File: src/design/bsa_pkg.sv
// ----------------------------------------------------------------------------
// Binary search package
// Payload types, command codes, controller states and the command/status
// structs shared by the controller and the datapath of the search block.
// ----------------------------------------------------------------------------
`default_nettype none

package bsa_pkg;

   // Width of the reported match index.
   localparam int PosW = 6;

   // Width of a stored element or search key.
   localparam int ValueW = 32;

   // Request command codes.
   localparam logic CMD_LOAD   = 1'b0;
   localparam logic CMD_SEARCH = 1'b1;

   // One request: load an element or search for a key.
   typedef struct packed {
      logic                     command;
      logic signed [ValueW-1:0] value;
      logic                     new_array;
   } req_type;

   // One response: search outcome.
   typedef struct packed {
      logic            found;
      logic [PosW-1:0] position;
      logic            overflowed;
   } rsp_type;

   // Controller states.
   typedef enum logic [1:0] {
      ST_IDLE,
      ST_ISSUE,
      ST_CHECK
   } state_type;

   // Commands from the controller to the datapath.
   typedef struct packed {
      logic load;         // store the accepted element
      logic start;        // latch key, open the full search range
      logic issue;        // read the middle element of the range
      logic compare;      // narrow the range around the probed element
      logic finish_hit;   // capture a found response
      logic finish_miss;  // capture a not-found response
   } dp_cmd_type;

   // Status from the datapath to the controller.
   typedef struct packed {
      logic range_empty;  // no elements left to probe
      logic hit;          // probed element equals the key
   } dp_status_type;

endpackage

`default_nettype wire

File: src/design/bsa_dp.sv
// ----------------------------------------------------------------------------
// Binary search datapath
// Element store, element count, overflow flag, search bounds, probe read
// register and the response register.
// ----------------------------------------------------------------------------
`default_nettype none

module bsa_dp #(
   parameter int DEPTH = 64
) (
   input  wire logic                   clock,
   input  wire logic                   reset,
   input  wire bsa_pkg::req_type       req_payload,
   input  wire bsa_pkg::dp_cmd_type    cmd,
   output bsa_pkg::dp_status_type      status,
   output bsa_pkg::rsp_type            rsp_payload
);

   localparam int CntW = $clog2(DEPTH + 1);
   localparam int IdxW = $clog2(DEPTH);

   // Element store, written by loads and read by probes.
   logic signed [bsa_pkg::ValueW-1:0] store_mem [DEPTH];

   logic [CntW-1:0] count_ff, count_in;
   logic            overflow_ff, overflow_in;

   logic signed [bsa_pkg::ValueW-1:0] key_ff;
   logic signed [bsa_pkg::ValueW-1:0] rd_data_ff;
   logic [CntW-1:0]                   lo_ff, lo_in;
   logic [CntW-1:0]                   hi_ff, hi_in;
   logic [IdxW-1:0]                   mid_ff;

   logic                              found_ff;
   logic [bsa_pkg::PosW-1:0]          position_ff;
   logic                              overflowed_ff;

   logic            room;
   logic            wr_en;
   logic [IdxW-1:0] wr_addr;
   logic [CntW:0]   mid_sum;
   logic [IdxW-1:0] mid_calc;

   // Load bookkeeping: a new array restarts at index zero.
   assign room    = (count_ff < CntW'(DEPTH));
   assign wr_en   = cmd.load && (req_payload.new_array || room);
   assign wr_addr = req_payload.new_array ? '0 : count_ff[IdxW-1:0];

   always_comb begin
      count_in    = count_ff;
      overflow_in = overflow_ff;
      if (cmd.load) begin
         if (req_payload.new_array) begin
            count_in    = CntW'(1);
            overflow_in = 1'b0;
         end else if (room) begin
            count_in = count_ff + CntW'(1);
         end else begin
            overflow_in = 1'b1;
         end
      end
   end

   always_ff @(posedge clock) begin
      if (reset) begin
         count_ff    <= '0;
         overflow_ff <= 1'b0;
      end else begin
         count_ff    <= count_in;
         overflow_ff <= overflow_in;
      end
   end

   // Store write port.
   always_ff @(posedge clock) begin
      if (wr_en) begin
         store_mem[wr_addr] <= req_payload.value;
      end
   end

   // Middle of the half-open range [lo, hi).
   assign mid_sum  = {1'b0, lo_ff} + {1'b0, hi_ff} - (CntW + 1)'(1);
   assign mid_calc = mid_sum[IdxW:1];

   // Range setup at search start, and range update after a probe that missed.
   always_comb begin
      lo_in = lo_ff;
      hi_in = hi_ff;
      if (cmd.start) begin
         lo_in = '0;
         hi_in = count_ff;
      end else if (cmd.compare) begin
         if (key_ff < rd_data_ff) begin
            hi_in = CntW'(mid_ff);
         end else begin
            lo_in = CntW'(mid_ff) + CntW'(1);
         end
      end
   end

   // Key and bounds registers.
   always_ff @(posedge clock) begin
      if (cmd.start) begin
         key_ff <= req_payload.value;
      end
      lo_ff <= lo_in;
      hi_ff <= hi_in;
   end

   // Store read port with registered data.
   always_ff @(posedge clock) begin
      if (cmd.issue) begin
         mid_ff     <= mid_calc;
         rd_data_ff <= store_mem[mid_calc];
      end
   end

   assign status.range_empty = (lo_ff >= hi_ff);
   assign status.hit         = (rd_data_ff == key_ff);

   // Response register.
   always_ff @(posedge clock) begin
      if (cmd.finish_hit) begin
         found_ff      <= 1'b1;
         position_ff   <= bsa_pkg::PosW'(mid_ff);
         overflowed_ff <= overflow_ff;
      end else if (cmd.finish_miss) begin
         found_ff      <= 1'b0;
         position_ff   <= '0;
         overflowed_ff <= overflow_ff;
      end
   end

   assign rsp_payload.found      = found_ff;
   assign rsp_payload.position   = position_ff;
   assign rsp_payload.overflowed = overflowed_ff;

endmodule

`default_nettype wire

File: src/design/bsa_ctrl.sv
// ----------------------------------------------------------------------------
// Binary search controller
// Sequences loads and the probe loop of a search, and owns the response
// valid flag.
// ----------------------------------------------------------------------------
`default_nettype none

module bsa_ctrl (
   input  wire logic                  clock,
   input  wire logic                  reset,
   input  wire logic                  req_valid,
   input  wire logic                  req_command,
   output logic                       req_stall,
   output logic                       rsp_valid,
   input  wire logic                  rsp_stall,
   input  wire bsa_pkg::dp_status_type status,
   output bsa_pkg::dp_cmd_type        cmd
);

   bsa_pkg::state_type state_ff, state_in;
   logic               rsp_valid_ff, rsp_valid_in;
   logic               out_free;

   // State and response valid registers.
   always_ff @(posedge clock) begin
      if (reset) begin
         state_ff     <= bsa_pkg::ST_IDLE;
         rsp_valid_ff <= 1'b0;
      end else begin
         state_ff     <= state_in;
         rsp_valid_ff <= rsp_valid_in;
      end
   end

   assign out_free  = !rsp_valid_ff || !rsp_stall;
   assign rsp_valid = rsp_valid_ff;

   // Next state and datapath commands.
   always_comb begin
      state_in     = state_ff;
      cmd          = '0;
      req_stall    = (state_ff != bsa_pkg::ST_IDLE);
      rsp_valid_in = rsp_valid_ff && rsp_stall;
      case (state_ff)
         bsa_pkg::ST_IDLE: begin
            if (req_valid) begin
               if (req_command == bsa_pkg::CMD_LOAD) begin
                  cmd.load = 1'b1;
               end else begin
                  cmd.start = 1'b1;
                  state_in  = bsa_pkg::ST_ISSUE;
               end
            end
         end
         bsa_pkg::ST_ISSUE: begin
            // Range exhausted: the key is absent.
            if (status.range_empty) begin
               if (out_free) begin
                  cmd.finish_miss = 1'b1;
                  rsp_valid_in    = 1'b1;
                  state_in        = bsa_pkg::ST_IDLE;
               end
            end else begin
               cmd.issue = 1'b1;
               state_in  = bsa_pkg::ST_CHECK;
            end
         end
         bsa_pkg::ST_CHECK: begin
            if (status.hit) begin
               if (out_free) begin
                  cmd.finish_hit = 1'b1;
                  rsp_valid_in   = 1'b1;
                  state_in       = bsa_pkg::ST_IDLE;
               end
            end else begin
               cmd.compare = 1'b1;
               state_in    = bsa_pkg::ST_ISSUE;
            end
         end
         default: begin
            state_in = bsa_pkg::ST_IDLE;
         end
      endcase
   end

endmodule

`default_nettype wire

File: src/design/sorted_array_binary_search.sv
// ----------------------------------------------------------------------------
// Sorted array binary search
// A load request appends a signed element to the store (or starts a new
// array); loads past DEPTH are dropped and flag overflow. A search request
// bisects the stored elements and answers with found, position and the
// overflow flag. The store has one read port with registered data, and a
// search makes at most log2(DEPTH) + 1 probes. The response sits in an
// output register, so loads are taken while it waits. Store contents are
// undefined after reset; only written entries are read.
// ----------------------------------------------------------------------------
`default_nettype none

module sorted_array_binary_search #(
   parameter int DEPTH = 64
) (
   input  wire logic             clock,
   input  wire logic             reset,
   input  wire logic             req_valid,
   output logic                  req_stall,
   input  wire bsa_pkg::req_type req_payload,
   output logic                  rsp_valid,
   input  wire logic             rsp_stall,
   output bsa_pkg::rsp_type      rsp_payload
);

   bsa_pkg::dp_cmd_type    cmd;
   bsa_pkg::dp_status_type status;

   // Control sequencer.
   bsa_ctrl u_ctrl (
      .clock       (clock),
      .reset       (reset),
      .req_valid   (req_valid),
      .req_command (req_payload.command),
      .req_stall   (req_stall),
      .rsp_valid   (rsp_valid),
      .rsp_stall   (rsp_stall),
      .status      (status),
      .cmd         (cmd)
   );

   // Store, bounds and response register.
   bsa_dp #(
      .DEPTH (DEPTH)
   ) u_dp (
      .clock       (clock),
      .reset       (reset),
      .req_payload (req_payload),
      .cmd         (cmd),
      .status      (status),
      .rsp_payload (rsp_payload)
   );

   // The store is never read once the search range is empty.
   assert property (@(posedge clock) disable iff (reset)
      !(cmd.issue && status.range_empty))
      else $error("probe issued on an empty range");

   // A response is only captured when the output register can take it.
   assert property (@(posedge clock) disable iff (reset)
      (cmd.finish_hit || cmd.finish_miss) |-> (!rsp_valid || !rsp_stall))
      else $error("response captured over a pending response");

   // An accepted search keeps the block busy on the next cycle.
   assert property (@(posedge clock) disable iff (reset)
      (req_valid && !req_stall && req_payload.command == bsa_pkg::CMD_SEARCH)
      |=> req_stall)
      else $error("request taken during a search");

   // At most one datapath command is active per cycle.
   assert property (@(posedge clock) disable iff (reset)
      $onehot0({cmd.load, cmd.start, cmd.issue, cmd.compare,
                cmd.finish_hit, cmd.finish_miss}))
      else $error("conflicting datapath commands");

endmodule

`default_nettype wire

File: config.mk
export PLATFORM = sky130hd
export DESIGN_NAME = sorted_array_binary_search
export DESIGN_NICKNAME = d
export VERILOG_FILES = /design/src/design/bsa_pkg.sv /design/src/design/bsa_dp.sv /design/src/design/bsa_ctrl.sv /design/src/design/sorted_array_binary_search.sv
export SDC_FILE = /design/constraint.sdc
export NUM_CORES = 2
export LEC_CHECK = 0
export ABC_CLOCK_PERIOD_IN_PS = 11700
export BUFFER_PORTS_ARGS = -buffer_cell sky130_fd_sc_hd__buf_2
export CORE_ASPECT_RATIO = 1.25
export CORE_MARGIN = 4
export CORE_UTILIZATION = 35
export DETAILED_ROUTE_END_ITERATION = 12
export SLEW_MARGIN = 5
export SYNTH_ARGS = -nofsm -noshare
export SYNTH_HDL_FRONTEND = slang
export SYNTH_SLANG_ARGS = --single-unit
File: constraint.sdc
create_clock -name clock -period 11.7 [get_ports clock]
set_input_delay 2.34 -clock clock [delete_from_list [all_inputs] [get_ports clock]]
set_output_delay 2.34 -clock clock [all_outputs]
set_load 0.02 [all_outputs]
=== Word-level counts from Yosys, hierarchy flattened ===
Memory sizes are Yosys's and may differ from the RTL's. A register that Yosys moved wholly into a read port is not among the register bits.
Cells that the tools add are included.

* Input port bits: 38
* Output and inout bits: 10
* RAM bits: 2,048
* Register bits after elaboration: 71
* Word-level logic and storage cells: 79
* Memories kept: 1

* Mux-type cells: 36
* Equality and inequality tests: 6
* Bitwise gates (word level): 1
* Reduce and logical (&&, ||, !) cells: 17
* $lt $le $gt $ge: 3
* Add/sub/neg operators: 4

{| class="wikitable"
|+ Memories
! memory !! depth !! bits a word !! rd ports !! clocked after memory_dff !! wr ports !! RTL line !! source
|-
| u_dp.store_mem || 64 || 32 || 1 || 1 || 1 || bsa_dp.sv:23 || <nowiki>logic signed [bsa_pkg::ValueW-1:0] store_mem [DEPTH];</nowiki>
|}

{| class="wikitable"
|+ Operators by type and width
! kind !! count
|-
| $mux 7 || 5
|-
| $eq 32x32->1 || 1
|-
| $lt 32x32->1 || 1
|-
| $mux 1 || 18
|-
| $mux 6 || 3
|-
| $mux 2 || 8
|-
| $reduce_and 2->1 || 5
|-
| $reduce_bool 2->1 || 5
|-
| $add 6x1->7 const B || 1
|-
| $add 7x1->7 const B || 1
|-
| $add 7x7->7 || 1
|-
| $ge 7x7->1 || 1
|-
| $lt 7x7->1 const B || 1
|-
| $sub 7x1->7 const B || 1
|-
| $ne 2x2->1 const B || 3
|-
| $pmux 2 s3 || 1
|-
| $eq 2x1->1 const B || 1
|-
| $eq 2x2->1 const B || 1
|-
| $logic_and 1x1->1 || 2
|-
| $logic_not 1->1 || 2
|-
| $logic_not 2->1 || 1
|-
| $logic_or 1x1->1 || 2
|-
| $pmux 1 s2 || 1
|-
| $not 1->1 || 1
|}

=== Depth between registers and ports, before layout ===
* Depth after elaboration: 7
* Gate-level depth with buffers: 11
* Depth with buffers taken out: 10

=== Modules after synthesis ===
Synthesis repeated with hierarchy kept, for this count alone.

* Cells, all modules: 3,442
* Area, all modules: 83,057.2 µm²

{| class="wikitable"
|+ Modules (own cells, without submodules)
! module !! cells an instance !! area an instance (µm²) !! times used !! sequential area each (µm²)
|-
| bsa_dp || 3,406 || 82,773.1 || 1 || 64,341.7
|-
| bsa_ctrl || 36 || 284.0 || 1 || 60.1
|}

=== Worst setup path before layout ===
Ideal clock, no wire load.

* Kind: input-to-reg
* From: in req_payload[0] (netlist bit)
* To: mem u_dp.store_mem[44][0] (netlist bit), enable pin
* Slack: 4.781 ns
* Cell stages on the path: 5
* Path buffers: 1
* Data arrival time: 6.418 ns
* Data required time: 11.198 ns
* Setup time: 0.502 ns
* Cells stage by stage: inv_1 -> a211oi_1 -> clkbuf_1 -> nand3_1 -> nor4_1

* Word-level cells in the longest chain between the ends: 4
* Elaborated cells between the ends (all ways): 5
* Those cells by class: mux (3); reduce/logical (2)

{| class="wikitable"
|+ RTL lines
! item !! RTL line !! source
|-
| start, declared || sorted_array_binary_search.sv:20 || <nowiki>input wire bsa_pkg::req_type req_payload,</nowiki>
|-
| $logic_or 1x1->1 || bsa_dp.sv:46 || <nowiki>assign wr_en = cmd.load && (req_payload.new_array || room);</nowiki>
|-
| $logic_and 1x1->1 || bsa_dp.sv:46 ||
|-
| $mux 1 || bsa_dp.sv:76 || <nowiki>if (wr_en) begin</nowiki>
|-
| $mux 1 (not written as such) || bsa_dp.sv:77 || <nowiki>store_mem[wr_addr] <= req_payload.value;</nowiki>
|-
| end, declared || bsa_dp.sv:23 ||
|}

Several ways; a longest one is shown, not always the timed one.

=== Worst setup path after layout ===
* From: reg u_dp.lo_ff[1]
* To: reg u_dp.rd_data_ff[30] (netlist bit), read port of u_dp.store_mem (data pin)

* Elaborated cells between the ends (all ways): 5
* Those cells by class: add/sub (2); order compare (1); mux (2)

{| class="wikitable"
|+ RTL lines
! item !! RTL line !! source
|-
| start, declared || bsa_dp.sv:30 || <nowiki>logic [CntW-1:0] lo_ff, lo_in;</nowiki>
|-
| start signal, assigned || bsa_dp.sv:106 || <nowiki>lo_ff <= lo_in;</nowiki>
|-
| $add 7x7->7 || bsa_dp.sv:82 || <nowiki>assign mid_sum = {1'b0, lo_ff} + {1'b0, hi_ff} - (CntW + 1)'(1);</nowiki>
|-
| $sub 7x1->7 || bsa_dp.sv:82 ||
|-
| named net u_dp.mid_sum[2] || bsa_dp.sv:41 || <nowiki>logic [CntW:0] mid_sum;</nowiki>
|-
| end, declared || bsa_dp.sv:29 || <nowiki>logic signed [bsa_pkg::ValueW-1:0] rd_data_ff;</nowiki>
|}

The timed path passes the listed nets, and every way through them passes these cells.
A chain may end at the register's enable or synchronous reset.

==> flow_summary.json <==
{
  "status": "finished clean",
  "yosysSeqAreaShare_pct": 78.0,
  "synth_ff_type": "edfxtp_1",
  "cts.reportedPaths.clkPinSlew_ps": 60,
  "tightest_slew_ps": 1270,
  "cts_buffers": 195,
  "hold_path_class": "flip-flop to flip-flop",
  "core_area_mm2": 0.235,
  "reg2reg_from": "u_dp.lo_ff[1]",
  "syn_inst": 3375,
  "reg2regPathDepth": 10,
  "p_sw_mw": 9.60,
  "rrSetupSlack_ps": 5930,
  "max_freq_ghz": 0.173,
  "cellPowerDensity_mw_per_mm2": 305,
  "die-area_mm2": 0.244,
  "max_stage_delay_ps": 1240,
  "maxCapViolCount": 0,
  "wl_per_cell_um": 29.5,
  "stdcell_count": 6847,
  "cp-end-kind": "flip-flop",
  "relSlewSlack_pct": 15.4,
  "crit_required_ps": 12280,
  "synth_top_cell_by_area": "edfxtp_1",
  "p_int_mw": 18.9,
  "postCtsResizedCells": 0,
  "grt_max_degree": 128,
  "p_sw_share_pct": 33.6,
  "synth_warnings": 0,
  "layout_common_cells": "edfxtp_1, mux4_2, clkbuf_16",
  "holdPathEnd": "u_dp.overflowed_ff",
  "fin_crit_ps": 5770,
  "clock_latency_ps": 840,
  "dp_cells": 6483,
  "cts_root_buf": "clkbuf_16",
  "clockBufferDepth": 4,
  "io_pins": 48,
  "maxSlewViolCount": 0,
  "firstDrtPassIters": 7,
  "fillers": 20500,
  "finalClockSkew_ps": 66.8,
  "holdBufCountCts": 0,
  "grt_usage_pct": 16.4,
  "final_util_pct": 39.9,
  "vdd_drop_max_uv": 519,
  "wl_um": 202000,
  "hold_viol_final": 0,
  "cp_slowest_cell": "fa_4",
  "gp_congestion": 0.777,
  "reg2reg_to": "u_dp.rd_data_ff[30]",
  "drive_gt1_share_pct": 31.4,
  "path_cells": "inv_1 -> ha_1 -> inv_1 -> ha_4 -> fa_4 -> buf_4 -> buf_4 -> mux4_2 -> mux4_2 -> mux4_2",
  "synth_area_mm2": 0.0826,
  "async_flop_share_pct": 0,
  "areaGrowthSynthToFinish_pct": 13.4,
  "cts_tree": "built",
  "post_dp_cell_area_mm2": 0.0874,
  "final_nets": 3660,
  "globalRouteOverflowTotal": 0,
  "num_vias": 37100,
  "holdPathStages": 0,
  "start_kind": "flip-flop",
  "dieWidth_um": 443,
  "synth_edf_count": 2132,
  "synth_top_area_share_pct": 77.5,
  "setup_viol": 0,
  "syn_area_per_cell_um2": 24.5,
  "stdcell_area_mm2": 0.0937,
  "crit_family": "buffers and inverters",
  "ys_types": 42,
  "path_buf_inv": 4,
  "antenna_found_initial": 31,
  "synth_fp_nets": 3470,
  "layout_commonest_cell": "edfxtp_1",
  "fin_crit_sh_pct": 49.3,
  "die_h_um": 551,
  "ys_ff_latch": 2151,
  "avgViaCountPerCell": 5.41,
  "comb_power_share_pct": 46.8,
  "worstPathArrival_ps": 6350,
  "netlist_top_cells_area": "edfxtp_1, mux4_2, ha_1",
  "num_rows": 199,
  "ctsHtreeMaxLevel": 4,
  "path_class": "flip-flop to flip-flop",
  "post_cts_buffers": 0,
  "route.detailed.drc": 0,
  "drtIter0Drc": 4274,
  "floorplan.initialDensity_pct": 35.1,
  "portBuffers": 47,
  "cp_max_fo": 75,
  "path_common_cell": "mux4_2",
  "seqPwrFrac_pct": 31.0,
  "cts_sinks": 2151,
  "clockPowerShare_pct": 22.2,
  "grt_pass1_wl_um": 287000,
  "ant_nets": 0,
  "hp-start": "u_dp.overflow_ff",
  "tns_ps": 0,
  "hpwl_um": 110000,
  "rsz0062_at_grt": "false",
  "grt_pass1_vias": 38400,
  "leakage_nw": 28.6
}
[cell usage after synthesis, drive strengths merged, types with 9 or more instances]
cell type and number:
nor2 74, nand3 22, nand2 39, inv 66, nor3 12, clkbuf 81
and2 9, buf 76, edfxtp 2132, o21ai 9, nand4 15, a21oi 27
mux4 672, ha 56, dfxtp 19
[sequential cells by signal, indices dropped and copies added, names as in the netlist, 2 cells and up]
name              flops
u_dp.store_mem     2048
u_ctrl.state_ff       2
u_dp.key_ff          32
u_dp.hi_ff            7
u_dp.count_ff         7
u_dp.position_ff      6
u_dp.rd_data_ff      32
u_dp.mid_ff           6
u_dp.lo_ff            7
[logic make-up (layout without fill, tap and decap cells)]
family | count (synthesis) | after routing | synth area share [%]
flip-flops | 2151 | 2151 | 78.0
multiplexers | 672 | 672 | 18.3
buffers and inverters | 224 | 568 | 1.15
AND/OR/NAND/NOR | 195 | 195 | 1.09
AO/OA/AOI/OAI | 64 | 64 | 0.485
adder cells (fa/ha/maj) | 57 | 57 | 0.872
XOR/XNOR | 12 | 12 | 0.127
other | 0 | 13 | 0
[metal layers]
layer  part of all wire, %  global-route usage (%)  routed length (um)  up-vias
met5                 0.033                       0                  67        -
met4                   3.4                    5.77                6820       10
met3                   6.5                    2.43               13200      359
met2                    52                    28.8              105000     1390
met1                    38                    20.9               77200    20400
li1                      -                       -                   -    14900
[power by group through the flow]
stage	clock network, mW	logic (mW)	registers (mW)
after floorplan	0	9.46	8.98
after global placement	0	13.5	9.02
after detailed placement	0	13.5	9.02
after CTS	6.47	13.6	8.86
after global routing	6.78	14.1	8.86
final	6.33	13.3	8.86
[how the worst max path moves through the flow]
stage	start	slack (ps)	endpoint	cells after the start
2_1_floorplan	req_payload[0]	4780	u_dp.store_mem[44][0]	5
3_3_place_gp	u_dp.lo_ff[1]	5880	u_dp.rd_data_ff[30]	10
3_5_place_dp	u_dp.lo_ff[1]	5840	u_dp.rd_data_ff[30]	10
4_1_cts	u_dp.lo_ff[1]	5860	u_dp.rd_data_ff[30]	10
5_1_grt	u_dp.lo_ff[1]	5700	u_dp.rd_data_ff[27]	10
6_report	u_dp.lo_ff[1]	5930	u_dp.rd_data_ff[30]	10
[cell type report]
cell class	instances	area (um2)	area share, %
inverters	67	251	0.268
clock buffers	229	5090	5.44
flip-flops and latches	2151	64400	68.7
clock inverters	122	1150	1.23
repair buffers	150	1060	1.13
well taps	3115	3900	4.16
diodes	13	32.5	0.0347
multi-input cells	1000	17800	19.0
[per-stage QoR]
stage                     hold slack, ps  total power [mW]  worst slack [ps]
after floorplan                      409              18.4              4780
after global placement               419              22.5              5880
after detailed placement             424              22.6              5840
after CTS                            438              28.9              5860
after global routing                 450              29.8              5700
final                                437              28.5              5930
No activity file was read; power rests on OpenSTA's default activity.
